File: src/hdl/tpdm_pkg.sv
// Shared types and constants of the torque to PWM duty mapper.
// Used by tpdm_ctrl, tpdm_datapath and torque_to_pwm_duty_mapper_core; no dependencies.
package tpdm_pkg;

  localparam int DUTY_BITS_DEF = 16;

  localparam int TQ_W    = 17;
  localparam int DUTY_W  = 16;
  localparam int TOP_W   = 16;
  localparam int BAL_W   = 8;
  localparam int GAIN_W  = 8;
  localparam int CFG_D_W = 16;
  localparam int REG_W   = 3;

  localparam int PROD_W  = 2 * TOP_W;
  localparam int GP_W    = TOP_W + GAIN_W;
  localparam int LHS_W   = 26;
  localparam int RHS_W   = 28;

  // Divider: 16 quotient bits, two per cycle
  localparam int QUO_W     = 16;
  localparam int DIV_RADIX = 2;
  localparam int DIV_STEPS = QUO_W / DIV_RADIX;
  localparam int CNT_W     = $clog2(DIV_STEPS);

  localparam logic [BAL_W-1:0] BAL_MID     = 8'd128;
  localparam logic [BAL_W:0]   BAL_HI_BASE = 9'd383;
  localparam logic [BAL_W:0]   BAL_LO_BASE = 9'd127;
  localparam logic [TOP_W-1:0] BAL_DIV     = 16'd255;

  localparam logic [LHS_W-1:0] CLIP_SCALE = 26'd1000;
  localparam logic [RHS_W-1:0] CLIP_GAIN  = 28'd9;

  localparam logic [TOP_W-1:0]  RST_MAX_TORQUE = 16'd65535;
  localparam logic [TOP_W-1:0]  RST_MIN_TORQUE = 16'd0;
  localparam logic [BAL_W-1:0]  RST_BALANCE    = 8'd128;
  localparam logic [GAIN_W-1:0] RST_GAIN       = 8'd100;
  localparam logic              RST_MODE       = 1'b0;

  typedef enum logic [REG_W-1:0] {
    REG_MAX_TORQUE   = 3'd0,
    REG_MIN_TORQUE   = 3'd1,
    REG_BALANCE      = 3'd2,
    REG_GAIN_PERCENT = 3'd3,
    REG_DRIVE_MODE   = 3'd4
  } tpdm_reg_t;

  typedef enum logic [2:0] {
    ST_IDLE,
    ST_MUL_GAIN,
    ST_MUL_TOP,
    ST_DIV_TOP,
    ST_SPAN,
    ST_MUL_MAP,
    ST_DIV_MAP,
    ST_FINAL
  } tpdm_state_t;

  typedef struct packed {
    logic [TOP_W-1:0]  max_torque;
    logic [TOP_W-1:0]  min_torque;
    logic [BAL_W-1:0]  balance;
    logic [GAIN_W-1:0] gain_percent;
    logic              drive_mode;
  } tpdm_cfg_t;

  typedef struct packed {
    logic load;
    logic mul_gain;
    logic div_load_top;
    logic div_load_map;
    logic div_step;
    logic span_load;
    logic result_load;
  } tpdm_cmd_t;

endpackage

File: src/hdl/tpdm_ctrl.sv
// Sequencer of the duty mapper: walks one request through multiply and divide steps.
// Depends on tpdm_pkg; drives tpdm_datapath through tpdm_cmd_t.
module tpdm_ctrl (
  input  logic                clk,
  input  logic                rst_n,
  input  logic                in_valid,
  output logic                in_stall,
  input  logic                out_blocked,
  output tpdm_pkg::tpdm_cmd_t cmd
);

  tpdm_pkg::tpdm_state_t           state_r, state_nxt;
  logic [tpdm_pkg::CNT_W-1:0]      cnt_r, cnt_nxt;
  logic                            cnt_last;

  assign cnt_last = (cnt_r == tpdm_pkg::CNT_W'(tpdm_pkg::DIV_STEPS - 1));
  assign in_stall = (state_r != tpdm_pkg::ST_IDLE) || !rst_n;

  always_ff @(posedge clk) begin
    if (!rst_n) begin
      state_r <= tpdm_pkg::ST_IDLE;
      cnt_r   <= '0;
    end else begin
      state_r <= state_nxt;
      cnt_r   <= cnt_nxt;
    end
  end

  always_comb begin
    state_nxt = state_r;
    cnt_nxt   = cnt_r;
    cmd       = '0;
    case (state_r)
      tpdm_pkg::ST_IDLE: begin
        if (in_valid) begin
          cmd.load  = 1'b1;
          state_nxt = tpdm_pkg::ST_MUL_GAIN;
        end
      end
      tpdm_pkg::ST_MUL_GAIN: begin
        cmd.mul_gain = 1'b1;
        state_nxt    = tpdm_pkg::ST_MUL_TOP;
      end
      tpdm_pkg::ST_MUL_TOP: begin
        cmd.div_load_top = 1'b1;
        cnt_nxt          = '0;
        state_nxt        = tpdm_pkg::ST_DIV_TOP;
      end
      tpdm_pkg::ST_DIV_TOP: begin
        cmd.div_step = 1'b1;
        cnt_nxt      = cnt_r + tpdm_pkg::CNT_W'(1);
        if (cnt_last) begin
          state_nxt = tpdm_pkg::ST_SPAN;
        end
      end
      tpdm_pkg::ST_SPAN: begin
        cmd.span_load = 1'b1;
        state_nxt     = tpdm_pkg::ST_MUL_MAP;
      end
      tpdm_pkg::ST_MUL_MAP: begin
        cmd.div_load_map = 1'b1;
        cnt_nxt          = '0;
        state_nxt        = tpdm_pkg::ST_DIV_MAP;
      end
      tpdm_pkg::ST_DIV_MAP: begin
        cmd.div_step = 1'b1;
        cnt_nxt      = cnt_r + tpdm_pkg::CNT_W'(1);
        if (cnt_last) begin
          state_nxt = tpdm_pkg::ST_FINAL;
        end
      end
      tpdm_pkg::ST_FINAL: begin
        if (!out_blocked) begin
          cmd.result_load = 1'b1;
          state_nxt       = tpdm_pkg::ST_IDLE;
        end
      end
      default: begin
        state_nxt = tpdm_pkg::ST_IDLE;
      end
    endcase
  end

endmodule

File: src/hdl/tpdm_datapath.sv
// Datapath of the duty mapper: shared 16x16 multiplier, radix-4 divider,
// clip compare, balance top, map and output register. Depends on tpdm_pkg.
module tpdm_datapath #(
  parameter int DUTY_BITS = tpdm_pkg::DUTY_BITS_DEF
) (
  input  logic                                clk,
  input  logic                                rst_n,
  input  tpdm_pkg::tpdm_cfg_t                 cfg,
  input  tpdm_pkg::tpdm_cmd_t                 cmd,
  input  logic signed [tpdm_pkg::TQ_W-1:0]    in_torque,
  output logic                                out_blocked,
  output logic                                out_valid,
  input  logic                                out_stall,
  output logic [tpdm_pkg::DUTY_W-1:0]         out_duty_left,
  output logic [tpdm_pkg::DUTY_W-1:0]         out_duty_right,
  output logic                                out_direction,
  output logic                                out_clip_led
);

  localparam int TQ_W  = tpdm_pkg::TQ_W;
  localparam int TOP_W = tpdm_pkg::TOP_W;
  localparam int SUM_W = TOP_W + 2;
  localparam logic [SUM_W-1:0] DUTY_LIM = SUM_W'((1 << DUTY_BITS) - 1);

  logic                            neg_r, zero_r;
  logic [TQ_W-1:0]                 abs_r;
  logic [TOP_W-1:0]                mag_r;
  logic [tpdm_pkg::LHS_W-1:0]      lhs_r;
  logic [tpdm_pkg::GP_W-1:0]       gp_r;
  logic                            clip_r;
  logic [TOP_W-1:0]                rem_r, dsr_r;
  logic [tpdm_pkg::QUO_W-1:0]      quo_r;
  logic                            span_neg_r;
  logic [TOP_W-1:0]                span_abs_r;
  logic                            dir_r;
  logic                            out_valid_r;
  logic [tpdm_pkg::DUTY_W-1:0]     left_r, right_r;
  logic                            out_dir_r, out_clip_r;

  logic [TQ_W-1:0]                 tq_u, abs_in;
  logic [TOP_W-1:0]                mag_in;
  logic                            bal_hi;
  logic [tpdm_pkg::BAL_W:0]        bal_k9;
  logic [TOP_W-1:0]                mul_a, mul_b;
  logic [tpdm_pkg::PROD_W-1:0]     mul_p;
  logic [tpdm_pkg::LHS_W-1:0]      lhs_w;
  logic [tpdm_pkg::RHS_W-1:0]      rhs_w;
  logic [TOP_W:0]                  try_w;
  logic [TOP_W-1:0]                rem_w;
  logic [tpdm_pkg::QUO_W-1:0]      quo_w;
  logic                            use_scaled;
  logic [TOP_W-1:0]                top_w;
  logic [TOP_W:0]                  span_w, span_neg_w;
  logic [TOP_W-1:0]                term_w;
  logic [SUM_W-1:0]                sum_w;
  logic [tpdm_pkg::DUTY_W-1:0]     duty_w;

  // Operand capture
  assign tq_u   = in_torque;
  assign abs_in = tq_u[TQ_W-1] ? (~tq_u + TQ_W'(1)) : tq_u;
  assign mag_in = (abs_in > {1'b0, cfg.max_torque}) ? cfg.max_torque : abs_in[TOP_W-1:0];

  // Balance factor: 383-b above neutral, 127+b below
  assign bal_hi = (cfg.balance >= tpdm_pkg::BAL_MID);
  assign bal_k9 = bal_hi ? (tpdm_pkg::BAL_HI_BASE - {1'b0, cfg.balance})
                         : (tpdm_pkg::BAL_LO_BASE + {1'b0, cfg.balance});

  // Shared multiplier
  always_comb begin
    mul_a = cfg.max_torque;
    mul_b = {8'd0, cfg.gain_percent};
    if (cmd.div_load_top) begin
      mul_b = {8'd0, bal_k9[tpdm_pkg::BAL_W-1:0]};
    end
    if (cmd.div_load_map) begin
      mul_a = mag_r;
      mul_b = span_abs_r;
    end
  end

  assign mul_p = {16'd0, mul_a} * {16'd0, mul_b};

  assign lhs_w = tpdm_pkg::LHS_W'(abs_r) * tpdm_pkg::CLIP_SCALE;
  assign rhs_w = tpdm_pkg::RHS_W'(gp_r) * tpdm_pkg::CLIP_GAIN;

  // Two restoring divide steps per cycle
  always_comb begin
    rem_w = rem_r;
    quo_w = quo_r;
    try_w = '0;
    for (int i = 0; i < tpdm_pkg::DIV_RADIX; i++) begin
      try_w = {rem_w, quo_w[tpdm_pkg::QUO_W-1]};
      quo_w = {quo_w[tpdm_pkg::QUO_W-2:0], 1'b0};
      if (try_w >= {1'b0, dsr_r}) begin
        try_w    = try_w - {1'b0, dsr_r};
        quo_w[0] = 1'b1;
      end
      rem_w = try_w[TOP_W-1:0];
    end
  end

  // Top of the active side and span of the map
  assign use_scaled = !cfg.drive_mode && (neg_r ? bal_hi : !bal_hi);
  assign top_w      = use_scaled ? quo_r : cfg.max_torque;
  assign span_w     = {1'b0, top_w} - {1'b0, cfg.min_torque};
  assign span_neg_w = ~span_w + (TOP_W + 1)'(1);

  // Final map and saturation
  assign term_w = (cfg.max_torque == '0) ? '0 : quo_r;
  assign sum_w  = span_neg_r ? ({2'b00, cfg.min_torque} - {2'b00, term_w})
                             : ({2'b00, cfg.min_torque} + {2'b00, term_w});

  always_comb begin
    if (sum_w[SUM_W-1]) begin
      duty_w = '0;
    end else if (sum_w > DUTY_LIM) begin
      duty_w = DUTY_LIM[tpdm_pkg::DUTY_W-1:0];
    end else begin
      duty_w = sum_w[tpdm_pkg::DUTY_W-1:0];
    end
  end

  always_ff @(posedge clk) begin
    if (cmd.load) begin
      neg_r  <= tq_u[TQ_W-1];
      zero_r <= (tq_u == '0);
      abs_r  <= abs_in;
      mag_r  <= mag_in;
    end
    if (cmd.mul_gain) begin
      gp_r  <= mul_p[tpdm_pkg::GP_W-1:0];
      lhs_r <= lhs_w;
    end
    if (cmd.div_load_top) begin
      clip_r <= ({2'b00, lhs_r} >= rhs_w);
    end
    if (cmd.div_load_top || cmd.div_load_map) begin
      rem_r <= mul_p[tpdm_pkg::PROD_W-1:TOP_W];
      quo_r <= mul_p[TOP_W-1:0];
      dsr_r <= cmd.div_load_map ? cfg.max_torque : tpdm_pkg::BAL_DIV;
    end else if (cmd.div_step) begin
      rem_r <= rem_w;
      quo_r <= quo_w;
    end
    if (cmd.span_load) begin
      span_neg_r <= span_w[TOP_W];
      span_abs_r <= span_w[TOP_W] ? span_neg_w[TOP_W-1:0] : span_w[TOP_W-1:0];
    end
    if (cmd.result_load) begin
      out_clip_r <= clip_r;
      if (cfg.drive_mode) begin
        left_r    <= duty_w;
        right_r   <= '0;
        out_dir_r <= !neg_r;
      end else begin
        left_r    <= neg_r ? duty_w : '0;
        right_r   <= (!neg_r && !zero_r) ? duty_w : '0;
        out_dir_r <= dir_r;
      end
    end
  end

  always_ff @(posedge clk) begin
    if (!rst_n) begin
      dir_r       <= 1'b0;
      out_valid_r <= 1'b0;
    end else begin
      if (cmd.result_load && cfg.drive_mode) begin
        dir_r <= !neg_r;
      end
      if (cmd.result_load) begin
        out_valid_r <= 1'b1;
      end else if (!out_stall) begin
        out_valid_r <= 1'b0;
      end
    end
  end

  assign out_blocked    = out_valid_r && out_stall;
  assign out_valid      = out_valid_r;
  assign out_duty_left  = left_r;
  assign out_duty_right = right_r;
  assign out_direction  = out_dir_r;
  assign out_clip_led   = out_clip_r;

endmodule

File: src/hdl/torque_to_pwm_duty_mapper_core.sv
// Torque to PWM duty mapper, top level: configuration registers, sequencer
// and datapath. Depends on tpdm_pkg, tpdm_ctrl and tpdm_datapath.
//
// Input channel: in_valid / in_stall carry one signed 17-bit torque request.
// Output channel: out_valid / out_stall carry left and right duty, the
// direction pin level and the clip LED for that request.
// Configuration: cfg_wr_en writes cfg_data into register cfg_index
// (0 max_torque, 1 min_torque, 2 balance, 3 gain_percent, 4 drive_mode);
// write only while no request is in flight.
// Each request is worked by one shared multiplier and a radix-4 divider that
// runs twice per request (balance top, then the linear map), in this order:
// capture, gain product, balance top divide, span, map divide, output load.
// One request is in work at a time; in_stall is high from acceptance until
// the result moves to the output register. The output register holds the
// last result while out_stall is high; a finished result waits in the
// sequencer until that register frees.
// Reset (synchronous, rst_n low) restores the register defaults, clears the
// direction latch and drops out_valid.
module torque_to_pwm_duty_mapper_core #(
  parameter int DUTY_BITS = tpdm_pkg::DUTY_BITS_DEF
) (
  input  logic                                 clk,
  input  logic                                 rst_n,
  input  logic                                 cfg_wr_en,
  input  logic [tpdm_pkg::REG_W-1:0]           cfg_index,
  input  logic [tpdm_pkg::CFG_D_W-1:0]         cfg_data,
  input  logic                                 in_valid,
  output logic                                 in_stall,
  input  logic signed [tpdm_pkg::TQ_W-1:0]     in_torque,
  output logic                                 out_valid,
  input  logic                                 out_stall,
  output logic [tpdm_pkg::DUTY_W-1:0]          out_duty_left,
  output logic [tpdm_pkg::DUTY_W-1:0]          out_duty_right,
  output logic                                 out_direction,
  output logic                                 out_clip_led
);

  localparam logic [tpdm_pkg::DUTY_W-1:0] DUTY_LIM =
    tpdm_pkg::DUTY_W'((1 << DUTY_BITS) - 1);

  tpdm_pkg::tpdm_cfg_t cfg_r;
  tpdm_pkg::tpdm_cmd_t cmd;
  logic                out_blocked;

  always_ff @(posedge clk) begin
    if (!rst_n) begin
      cfg_r.max_torque   <= tpdm_pkg::RST_MAX_TORQUE;
      cfg_r.min_torque   <= tpdm_pkg::RST_MIN_TORQUE;
      cfg_r.balance      <= tpdm_pkg::RST_BALANCE;
      cfg_r.gain_percent <= tpdm_pkg::RST_GAIN;
      cfg_r.drive_mode   <= tpdm_pkg::RST_MODE;
    end else if (cfg_wr_en) begin
      case (cfg_index)
        tpdm_pkg::REG_MAX_TORQUE:   cfg_r.max_torque   <= cfg_data;
        tpdm_pkg::REG_MIN_TORQUE:   cfg_r.min_torque   <= cfg_data;
        tpdm_pkg::REG_BALANCE:      cfg_r.balance      <= cfg_data[tpdm_pkg::BAL_W-1:0];
        tpdm_pkg::REG_GAIN_PERCENT: cfg_r.gain_percent <= cfg_data[tpdm_pkg::GAIN_W-1:0];
        tpdm_pkg::REG_DRIVE_MODE:   cfg_r.drive_mode   <= cfg_data[0];
        default: begin
        end
      endcase
    end
  end

  tpdm_ctrl u_ctrl (
    .clk         (clk),
    .rst_n       (rst_n),
    .in_valid    (in_valid),
    .in_stall    (in_stall),
    .out_blocked (out_blocked),
    .cmd         (cmd)
  );

  tpdm_datapath #(
    .DUTY_BITS (DUTY_BITS)
  ) u_datapath (
    .clk            (clk),
    .rst_n          (rst_n),
    .cfg            (cfg_r),
    .cmd            (cmd),
    .in_torque      (in_torque),
    .out_blocked    (out_blocked),
    .out_valid      (out_valid),
    .out_stall      (out_stall),
    .out_duty_left  (out_duty_left),
    .out_duty_right (out_duty_right),
    .out_direction  (out_direction),
    .out_clip_led   (out_clip_led)
  );

`ifndef SYNTHESIS
  a_one_in_flight: assert property (@(posedge clk) disable iff (!rst_n)
    (in_valid && !in_stall) |=> in_stall)
    else $error("request accepted while another is in work");

  a_one_side: assert property (@(posedge clk) disable iff (!rst_n)
    out_valid |-> (out_duty_left == '0 || out_duty_right == '0))
    else $error("both duty outputs active");

  a_dir_mode: assert property (@(posedge clk) disable iff (!rst_n)
    ($rose(out_valid) && cfg_r.drive_mode) |-> (out_duty_right == '0))
    else $error("right duty driven in direction mode");

  a_duty_lim: assert property (@(posedge clk) disable iff (!rst_n)
    out_valid |-> (out_duty_left <= DUTY_LIM && out_duty_right <= DUTY_LIM))
    else $error("duty above limit");
`endif

endmodule
File: config.mk
export PLATFORM = sky130hd
export DESIGN_NAME = torque_to_pwm_duty_mapper_core
export DESIGN_NICKNAME = d
export VERILOG_FILES = /design/src/hdl/tpdm_pkg.sv /design/src/hdl/tpdm_ctrl.sv /design/src/hdl/tpdm_datapath.sv /design/src/hdl/torque_to_pwm_duty_mapper_core.sv
export SDC_FILE = /design/constraint.sdc
export NUM_CORES = 2
export LEC_CHECK = 0
export BUFFER_PORTS_ARGS = -buffer_cell sky130_fd_sc_hd__buf_2
export CELL_PAD_IN_SITES_DETAIL_PLACEMENT = 1
export CELL_PAD_IN_SITES_GLOBAL_PLACEMENT = 1
export CORE_MARGIN = 2
export CORE_UTILIZATION = 55
export DETAILED_ROUTE_END_ITERATION = 16
export HOLD_SLACK_MARGIN = 0.06
export PLACE_DENSITY = 0.94
export SLEW_MARGIN = 20
export SYNTH_ARGS = -nofsm -noshare
export SYNTH_HDL_FRONTEND = slang
export SYNTH_SLANG_ARGS = --single-unit
File: constraint.sdc
create_clock -name clk -period 20.9 [get_ports clk]
set_input_delay 3.135 -clock clk [delete_from_list [all_inputs] [get_ports clk]]
set_output_delay 3.135 -clock clk [all_outputs]
set_load 0.01 [all_outputs]
==> Flow_metrics.wiki <==
{| class="wikitable"
! Metric !! Value
|-
| Commonest cells in the synthesized netlist || sky130_fd_sc_hd__inv_1 (405), sky130_fd_sc_hd__nand2_1 (368), sky130_fd_sc_hd__ha_1 (326), sky130_fd_sc_hd__fa_1 (258), sky130_fd_sc_hd__nor2_1 (201)
|-
| Syn_nets || 3554
|-
| Async SR Flop Fraction || 0
|-
| NumNets Final || 3590
|-
| Setup repair after global routing missed its margin || no
|-
| Overflow left after global routing || 0
|-
| Buffers from clock root to sink, at most || 3
|-
| End-of-flow core utilization || 0.5973
|-
| Vias in the first global route || 27460
|-
| Total routing resource utilization after global routing || 0.4287
|-
| Final weighted congestion in routability-driven placement || 1.037
|-
| Wl on met1 || 35380 um
|-
| Wire length of the first global-routing pass || 164400 um
|-
| Leading register cell type out of synthesis || sky130_fd_sc_hd__edfxtp_1
|-
| Max-cap violations || 0
|-
| Total length of routed met3 wires || 11340 um
|-
| Min-Delay Path Class || flop to flop
|-
| Crit path DAT || 10230 ps
|-
| Maximum number of pins on one net before global-route repair || 86
|-
| Status || finished clean
|-
| Worst clock skew on the final layout || 40.91 ps
|-
| Hold buffer count at CTS || 0
|-
| Die outline area || 51100 um^2
|-
| Clock latency on the worst-skew pair || 610 ps
|-
| Total cell area at the placement stage || 28130 um^2
|-
| Cell class contributing the biggest share of worst-path delay || adder cells
|-
| Worst setup SP type || flop
|-
| Clock root cell || sky130_fd_sc_hd__clkbuf_16
|-
| Met2 layer wire length in the routed design || 51250 um
|-
| Cts bufs inserted || 28
|-
| Top-area cell type share of the netlist area || 0.2015
|-
| Number of remaining DRC errors || 0
|-
| Max-Slew Margin vs Limit || 0.1623
|-
| Final setup violation count || 0
|-
| Total number of vias || 24560
|-
| Number of gates given a new drive strength after cts || 0
|-
| Cell type with the largest total area after synthesis || sky130_fd_sc_hd__edfxtp_1
|-
| Number of placement rows || 81
|-
| DRC marker count from the first detailed-route iteration || 2596
|-
| Slew at the pin closest to its max-slew limit || 1243 ps
|-
| Register bit total from synthesis || 239
|-
| EDFF count, synth || 182
|-
| Synthesis warning total || 0
|-
| Largest driver fanout on the critical path || 85
|-
| Dominant cell by count in the synthesized netlist || sky130_fd_sc_hd__inv_1
|-
| Final Hold Viols || 0
|-
| CP max stage delay || 690 ps
|-
| 1st-pass router iterations || 8
|-
| Cell area after synthesis || 27120 um^2
|-
| Detailed placer's ending HPWL || 76890 um
|-
| H-tree levels || 1
|-
| Final Cell Area || 29180 um^2
|-
| Sequential area share after synthesis || 0.2436
|-
| Count of antenna-violating nets left after detailed routing || 0
|-
| Period minus WS final || 9928 ps
|-
| Largest cells by area after synthesis || sky130_fd_sc_hd__edfxtp_1 (20%), sky130_fd_sc_hd__fa_1 (19%), sky130_fd_sc_hd__ha_1 (15%), sky130_fd_sc_hd__inv_1 (5.6%), sky130_fd_sc_hd__nand2_1 (5.1%)
|-
| Count of clock tree sinks || 239
|-
| CP Data Required Time || 21200 ps
|-
| Share of layout cells above drive strength 1 || 0.07265
|-
| CP endpoint kind || flop
|-
| Initial core utilization || 0.5552
|-
| Std-Cell Core Area || 48850 um^2
|-
| Synthesis-to-finish area growth || 7.575%
|-
| Horizontal die dimension || 226.1 um
|-
| Reg-to-reg slack, setup || 10970 ps
|-
| Post-synthesis area per instance || 9.259 um^2
|-
| Critical path class || flop to flop
|-
| Final TNS setup || 0 ps
|-
| Number of different library cells in the post-synthesis netlist || 95
|-
| Antenna violations before repair || 9
|-
| Clock-pin slew on the worst setup and hold paths || 60 ps
|-
| Post-Syn Instances || 2929
|-
| Die height || 226.1 um
|-
| Top Layer Used || met5
|-
| Total count of max-transition violations in the final report || 0
|-
| Count of input and output buffers || 76
|-
| Post-detailed-routing wire length || 108200 um
|-
| TritonCTS clock tree || done
|-
| Post-CTS Setup Repair Bufs || 0
|-
| Routed vias/inst || 6.720
|-
| Worst path slowest cell || sky130_fd_sc_hd__buf_4
|-
| Share of the clock period used by the worst path after layout || 0.4750
|-
| Number of buffers and inverters on the critical path || 11
|-
| Number of top-level pins || 77
|-
| Achievable clock frequency || 100.7 MHz
|-
| Final routed wire length divided by cell count || 29.60 um
|}
==> per-layer routing <==
layer,GRT usage,up-vias
met4,0.3366,8
met3,0.1308,783
met1,0.4535,12040
met2,0.7136,1758
met5,0,-
li1,-,9970
==> placed cells by master (no fill, tap or decap), types with 57 or more instances in the layout <==
cell	synthesis	routed
sky130_fd_sc_hd__buf_2	3	76
sky130_fd_sc_hd__nand2_1	368	368
sky130_fd_sc_hd__ha_1	326	326
sky130_fd_sc_hd__o21ai_0	99	98
sky130_fd_sc_hd__fa_1	258	258
sky130_fd_sc_hd__xnor2_1	93	93
sky130_fd_sc_hd__nor2_1	201	200
sky130_fd_sc_hd__edfxtp_1	182	182
sky130_fd_sc_hd__inv_1	405	405
sky130_fd_sc_hd__dfxtp_1	57	57
sky130_fd_sc_hd__a21oi_1	147	144
==> final timing paths <==
path                     start             endpoint  cells past startpoint
max          u_ctrl.state_r[1]  u_datapath.rem_r[8]                     33
min reg2reg           cfg_r[8]             cfg_r[8]                      2
max reg2reg  u_ctrl.state_r[1]  u_datapath.rem_r[8]                     33
min                   cfg_r[8]             cfg_r[8]                      2
==> sequential cells by signal, summed over array words and instances, names as in the netlist, 3 cells and up <==
name	flops
u_datapath.lhs_r	23
u_datapath.mag_r	16
u_datapath.out_duty_right	16
cfg_r	49
u_ctrl.cnt_r	3
u_datapath.abs_r	17
u_datapath.rem_r	16
u_datapath.gp_r	24
u_datapath.dsr_r	16
u_datapath.quo_r	16
u_datapath.out_duty_left	16
u_datapath.span_abs_r	16
u_ctrl.state_r	3
==> tightest hold or removal path: cells and delay by family, from the launching register on <==
kind / cells / cell delay, ps
flops: 1 / 310
simple gates: 1 / 60
compound gates: 1 / 50
==> metrics by stage <==
step                worst slack [ps]  hold WS (ps)  std cells
floorplan                      13400         400.3       2929
global placement               11540         428.6       3598
detailed placement             10790         442.0       3598
CTS                            10470         466.7       3650
global route                   10680         469.4       3652
finish                         10970         472.1       3655
==> cell families (layout without fill, tap and decap cells) <==
logic type      Yosys count  after routing  synth area share
compound gates          526            526            0.1270
other cells               0              4                 0
xor+xnor                145            145           0.04683
simple gates            882            882            0.1504
mux                      53             53           0.02076
fa+ha+maj               584            584            0.3408
flops                   239            239            0.2436
buf+inv                 500            558           0.07063
==> layout make-up <==
| class | instances | area, um^2 |
|---|---|---|
| inverter | 409 | 1536 |
| fill | 5552 | 19670 |
| multi-input combinational | 2190 | 18630 |
| sequential | 239 | 6606 |
| tap | 664 | 830.8 |
| clock buffer | 38 | 839.6 |
| clock inverter | 14 | 177.7 |
| antenna | 4 | 10.01 |
| timing repair buffer | 97 | 541.8 |
Power is left out: the tool's default activity adds up to more than one toggle a clock period on the data nets, which glitch-free logic cannot reach.
